File: src/closest_point_on_segment_macros.svh
// ----------------------------------------------------------------------------
// closest point on segment assertion macros
// shared concurrent assertion wrappers, empty when SYNTHESIS is defined
// ----------------------------------------------------------------------------
`ifndef CLOSEST_POINT_ON_SEGMENT_MACROS_SVH
`define CLOSEST_POINT_ON_SEGMENT_MACROS_SVH

`ifndef SYNTHESIS

// same-cycle implication, sampled on clk, off while rst_n is low
`define CPS_ASSERT_IMP(lbl, ante, cons) \
    lbl: assert property (@(posedge clk) disable iff (!rst_n) (ante) |-> (cons)) \
        else $error("cps assertion failed");

// next-cycle implication, sampled on clk, off while rst_n is low
`define CPS_ASSERT_NXT(lbl, ante, cons) \
    lbl: assert property (@(posedge clk) disable iff (!rst_n) (ante) |=> (cons)) \
        else $error("cps assertion failed");

`else

`define CPS_ASSERT_IMP(lbl, ante, cons)
`define CPS_ASSERT_NXT(lbl, ante, cons)

`endif

`endif

File: src/cps_pkg.sv
// ----------------------------------------------------------------------------
// cps_pkg
// types, widths and helpers shared by the closest point on segment block
// ----------------------------------------------------------------------------
package cps_pkg;

    localparam int COORD_W        = 32;   // q16.16 coordinate
    localparam int MAG_W          = 33;   // magnitude of a coordinate difference
    localparam int PROD_W         = 2 * MAG_W;
    localparam int WIDE_W         = PROD_W + 2;  // sum of three products
    localparam int FRAC_W         = 31;   // projection fraction, 0.31
    localparam int NRM_W          = 16;   // q2.14 normal
    localparam int NRM_ONE        = 16384;
    localparam int B_W            = 22;   // normalized magnitude
    localparam int SH_W           = 4;
    localparam int SQ_W           = 2 * B_W;
    localparam int M2_W           = SQ_W + 2;
    localparam int ISQ_W          = 64;
    localparam int SQ_STEPS       = 32;
    localparam int R_W            = 32;
    localparam int NUM_W          = 47;
    localparam int QUO_W          = 15;
    localparam int CFG_IDX_W      = 3;
    localparam int DIMS_DEF       = 3;
    localparam int FIFO_DEPTH_DEF = 4;

    typedef enum logic [CFG_IDX_W-1:0] {
        CFG_START_X,
        CFG_START_Y,
        CFG_START_Z,
        CFG_END_X,
        CFG_END_Y,
        CFG_END_Z
    } cps_cfg_idx_t;

    typedef enum logic [1:0] {
        REG_START,
        REG_END,
        REG_EDGE
    } cps_region_t;

    typedef logic [2:0][COORD_W-1:0] cps_vec_t;

    typedef struct packed {
        cps_vec_t s;
        cps_vec_t e;
    } cps_seg_t;

    // word handed from the front end to the back end
    typedef struct packed {
        cps_vec_t          q;
        logic              wp;
        logic              wn;
        cps_region_t       region;
        logic [WIDE_W-1:0] rem;
        logic [WIDE_W-1:0] dd;
    } cps_item_t;

    // closest point word between projection and normal units
    typedef struct packed {
        cps_vec_t q;
        cps_vec_t c;
        logic     wp;
        logic     wn;
        logic     on_edge;
    } cps_pt_t;

    function automatic logic [MAG_W-1:0] mag(input logic [MAG_W-1:0] v);
        return v[MAG_W-1] ? (~v + 1'b1) : v;
    endfunction

    // end minus start on one axis, sign extended
    function automatic logic [MAG_W-1:0] seg_delta(input cps_seg_t seg,
                                                   input logic [1:0] i);
        return {seg.e[i][COORD_W-1], seg.e[i]} - {seg.s[i][COORD_W-1], seg.s[i]};
    endfunction

endpackage

File: src/cps_fifo.sv
// ----------------------------------------------------------------------------
// cps_fifo
// short queue of classified words between the front and back ends
// ----------------------------------------------------------------------------
`include "closest_point_on_segment_macros.svh"

module cps_fifo #(
    parameter int DEPTH = cps_pkg::FIFO_DEPTH_DEF
) (
    input  logic               clk,
    input  logic               rst_n,
    input  logic               wr_valid,
    output logic               wr_ready,
    input  cps_pkg::cps_item_t wr_data,
    output logic               rd_valid,
    input  logic               rd_ready,
    output cps_pkg::cps_item_t rd_data
);

    localparam int PTR_W = (DEPTH > 1) ? $clog2(DEPTH) : 1;
    localparam int CNT_W = $clog2(DEPTH + 1);

    cps_pkg::cps_item_t mem_reg [0:DEPTH-1];
    logic [PTR_W-1:0]   wr_ptr_reg, rd_ptr_reg, wr_ptr_next, rd_ptr_next;
    logic [CNT_W-1:0]   cnt_reg, cnt_next;
    logic               push, pop;

    assign wr_ready = cnt_reg != CNT_W'(DEPTH);
    assign rd_valid = cnt_reg != '0;
    assign rd_data  = mem_reg[rd_ptr_reg];
    assign push     = wr_valid && wr_ready;
    assign pop      = rd_valid && rd_ready;

    always_comb
    begin
        wr_ptr_next = wr_ptr_reg;
        rd_ptr_next = rd_ptr_reg;
        cnt_next    = cnt_reg;
        if (push)
            wr_ptr_next = (wr_ptr_reg == PTR_W'(DEPTH - 1)) ? '0 : wr_ptr_reg + 1'b1;
        if (pop)
            rd_ptr_next = (rd_ptr_reg == PTR_W'(DEPTH - 1)) ? '0 : rd_ptr_reg + 1'b1;
        if (push && !pop)
            cnt_next = cnt_reg + 1'b1;
        else if (pop && !push)
            cnt_next = cnt_reg - 1'b1;
    end

    always_ff @(posedge clk or negedge rst_n)
    begin
        if (!rst_n)
        begin
            wr_ptr_reg <= '0;
            rd_ptr_reg <= '0;
            cnt_reg    <= '0;
        end
        else
        begin
            wr_ptr_reg <= wr_ptr_next;
            rd_ptr_reg <= rd_ptr_next;
            cnt_reg    <= cnt_next;
        end
    end

    always_ff @(posedge clk)
    begin
        if (push)
            mem_reg[wr_ptr_reg] <= wr_data;
    end

    `CPS_ASSERT_IMP(a_cnt_bound, 1'b1, cnt_reg <= CNT_W'(DEPTH))
    `CPS_ASSERT_NXT(a_cnt_up, push && !pop, cnt_reg == $past(cnt_reg) + CNT_W'(1))
    `CPS_ASSERT_NXT(a_cnt_down, pop && !push, cnt_reg == $past(cnt_reg) - CNT_W'(1))

endmodule

File: config.mk
export PLATFORM = sky130hd
export DESIGN_NAME = cps_fifo
export DESIGN_NICKNAME = d
export VERILOG_FILES = /design/src/cps_pkg.sv /design/src/cps_fifo.sv
export VERILOG_INCLUDE_DIRS = /design/src /design/src/src
export SDC_FILE = /design/constraint.sdc
export NUM_CORES = 1
export LEC_CHECK = 0
export ABC_AREA = 1
export BUFFER_PORTS_ARGS = -buffer_cell sky130_fd_sc_hd__buf_2
export CORE_MARGIN = 5
export CORE_UTILIZATION = 28
export DETAILED_ROUTE_END_ITERATION = 16
export GPL_ROUTABILITY_DRIVEN = 0
export SLEW_MARGIN = 25
export SYNTH_ARGS = -nofsm -noshare
export SYNTH_HDL_FRONTEND = slang
export SYNTH_SLANG_ARGS = --single-unit
File: constraint.sdc
create_clock -name clk -period 12.4 [get_ports clk]
set_clock_uncertainty 0.1 [all_clocks]
set_input_delay 0.62 -clock clk [delete_from_list [all_inputs] [get_ports clk]]
set_output_delay 0.62 -clock clk [all_outputs]
set_load 0.02 [all_outputs]
==> results.md <==
- Residual DRC count: 0
- Critical path class: reg2out
- Clock sink total: 951
- Slew @ Worst Pin: 1.06 ns
- Starting density of the core: 28.2%
- Area grow syn2layout: 26.3%
- Die H: 376 um
- I/O pin cnt: 478
- H-tree depth: 3
- Rel. slew slack: 29.2%
- Max Cap Violations: 0
- Setup TNS: 0 ns
- Max Slew Vio Count: 0
- Mapped cell area: 37,600 um^2
- PortBufs: 477
- Comb pwr share: 34.7%
- Setup Buffers After CTS: 0
- Wire per inst: 16.6 um
- Clock share of power: 26.5%
- Layout cell share with drive strength beyond 1: 18.6%
- PD cells: 239 nW/um^2
- Total GRT Usage: 12.2%
- Die Area: 142,000 um^2
- Initial antenna violation count: 14
- Sequential power share: 38.8%
- CTS Buf Count: 101
- HPWL after DPL: 52,600 um
- Int Power: 7090 uW
- Final instance area: 47,500 um^2
- Clock-pin slew on the worst setup and hold paths: 0.06 ns
- Crit path DAT: 4.38 ns
- CP max FO: 96
- Yosys cell types: 17
- Status: finished clean
- Clock latency on the worst-skew pair: 0.68 ns
- Worst EP required: 11.68 ns
- Routed wire length: 88,800 um
- Post-synthesis sequential area ratio: 75.9%
- Vias in the first global route: 22,684
- Syn Area/Cell: 13.4 um^2
- Die width: 376 um
- Synth Warn #: 0
- Row count: 134
- Pin count of the biggest net entering global routing: 253
- Worst hold-check path type: in2reg
- Post-Syn Instances: 2,812
- Flops & latches, synth: 951
- Fill count: 12,823
- Clk buf depth: 3
- CP max stage delay: 0.87 ns
- 1st-pass router iterations: 5
- Final #Nets: 3,745
- Worst Hold Path Cells: 3
- Worst setup SP type: flip-flop
- Tmin final: 5.10 ns
- Net switching power: 4240 uW
- Post-route ant nets: 0
- Stages on worst setup path: 6
- Final period util: 41.1%
- R2R depth: 6
- DR vias: 23,094
- Max reg flops: 944
- Post-Syn Nets: 3,059
- Maximum VDD drop: 0.183 mV
- Placed inst area: 41,700 um^2
- Switching share of power: 37.4%
- Core region area: 133,000 um^2
- Worst setup EP type: output pin
- Via density: 4.31
- Initial drt markers: 1,332
- Final Util: 35.6%
- TritonCTS clock tree: yes
- Global-route wire length before repair: 134,000 um
- Grt total ovfl: 0
- Setup-failing EPs final: 0
- Total power: 11,300 uW
- RSZ-0062 raised after global routing: false
- Hold Violations, Final: 0
- Root buf cell: clkbuf_16
- FMAX: 196 MHz
- Critical-path cell list: inv_8 > buf_4 > buf_4 > o211ai_1 > nand2_1 > buf_2
- Cell mode on critical path: buf_4
- Crit path buf inv count: 4
- Synth area leaders: edfxtp_1 75%, o211ai_1 9.4%, nand2_1 7.2%
- Worst path slowest cell: buf_4
- Leakage: 0.0184 uW
- Post-synth top area share: 75.5%
- Cell taking the most area after synthesis: edfxtp_1
- CP top delay family: buffers and inverters
-- stage by stage --
stage	instances	setup WS [ns]	hold slack [ns]
2_1_floorplan	2812	0.751	0.224
3_3_place_gp	4924	7.92	0.367
6_report	5356	7.30	0.110
5_1_grt	5352	6.94	0.0354
3_5_place_dp	4924	7.89	0.370
4_1_cts	5345	7.08	0.00640
-- placed cells by master, fill, tap and decap left out --
cell type | synthesis | final
inv_16 | 0 | 1
nand3_1 | 7 | 7
clkinv_4 | 0 | 5
nor2_4 | 0 | 4
nor2_1 | 6 | 2
nand2_1 | 723 | 723
clkinv_2 | 0 | 24
xnor2_1 | 1 | 1
clkbuf_16 | 0 | 103
o211ai_1 | 472 | 472
bufinv_16 | 0 | 11
inv_8 | 0 | 2
clkinv_16 | 0 | 2
diode_2 | 0 | 9
clkinv_1 | 0 | 21
ha_1 | 6 | 6
buf_6 | 1 | 1
clkinvlp_4 | 0 | 2
buf_12 | 0 | 6
nand4_1 | 1 | 1
dfrtp_4 | 0 | 2
clkbuf_1 | 9 | 8
buf_2 | 142 | 477
buf_4 | 5 | 17
buf_16 | 0 | 2
dlygate4sd3_1 | 0 | 237
inv_6 | 0 | 6
o21ai_0 | 1 | 1
edfxtp_1 | 944 | 944
inv_1 | 485 | 485
fa_1 | 1 | 1
dfrtp_1 | 7 | 5
-- power groups by stage --
stage / Clock (uW) / Combinational [uW] / Sequential (uW)
finish: 3010 / 3930 / 4390
global route: 3230 / 4320 / 4440
CTS: 3110 / 3980 / 4430
detailed placement: 0 / 3910 / 4490
global placement: 0 / 3880 / 4480
floorplan: 0 / 2630 / 4630
-- worst register-to-register path, delay by kind of cell, from the launching register on --
| kind | cells | cell delay [ns] |
|---|---|---|
| buf+inv | 3 | 1.42 |
| simple gates | 3 | 1.27 |
| flops | 1 | 0.41 |
-- logic make-up (layout without fill, tap and decap cells) --
| family | Yosys count | count (layout) | share of synthesized area (%) |
|---|---|---|---|
| flip-flops | 951 | 951 | 75.9 |
| AND/OR/NAND/NOR | 737 | 737 | 7.39 |
| buffers and inverters | 643 | 1410 | 6.97 |
| AO/OA/AOI/OAI | 473 | 473 | 9.44 |
| adder cells (fa/ha/maj) | 7 | 7 | 0.253 |
| XOR/XNOR | 1 | 1 | 0.0233 |
| other | 0 | 9 | 0 |
-- layer usage --
metal / vias up / share of wire [%] / wire (um) / track usage (%)
li1: 11213 / - / - / -
met1: 11187 / 41 / 36100 / 14.5
met2: 533 / 50 / 44100 / 20.9
met3: 147 / 7.0 / 6200 / 3.78
met4: 14 / 2.6 / 2280 / 3.93
met5: - / 0.10 / 92 / 0
-- layout make-up --
class | instances | area, um^2 | area share, %
multi-input combinational | 1218 | 6460 | 13.6
inverter | 486 | 1830 | 3.86
antenna | 9 | 22.5 | 0.0474
sequential | 951 | 28500 | 60.1
clock buffer | 111 | 2610 | 5.49
tap | 1768 | 2210 | 4.66
clock inverter | 73 | 732 | 1.54
timing repair buffer | 740 | 5070 | 10.7
-- synthesized netlist by cell type --
cell type	instances
o211ai_1	472
inv_2	1
fa_1	1
dfrtp_1	7
inv_1	485
ha_1	6
buf_4	5
clkbuf_1	9
nand3_1	7
o21ai_0	1
nand4_1	1
nand2_1	723
buf_2	142
xnor2_1	1
buf_6	1
edfxtp_1	944
nor2_1	6
-- repair_timing --
item                                   CTS  global route
hold buffers                           237             0
endpoints found under the hold margin  951             0
gates resized for setup                  0             0
-- path summary, 6_finish.rpt --
path	startpoint	end	slack, ns
min reg2reg	wr_ptr_reg[1]$_DFFE_PN0P_	wr_ptr_reg[1]$_DFFE_PN0P_	0.43
max reg2reg	cnt_reg[0]$_DFFE_PN0P_	mem_reg[3][145]$_DFFE_PP_	8.65
max	rd_ptr_reg[1]$_DFFE_PN0P_	rd_data[175]	7.30
max in group asynchronous	rst_n	rd_ptr_reg[0]$_DFFE_PN0P_	11.81
min in group asynchronous	rst_n	cnt_reg[0]$_DFFE_PN0P_	0.21
min	rd_ready	rd_ptr_reg[1]$_DFFE_PN0P_	0.11
Power figures use the tool's default switching activity.
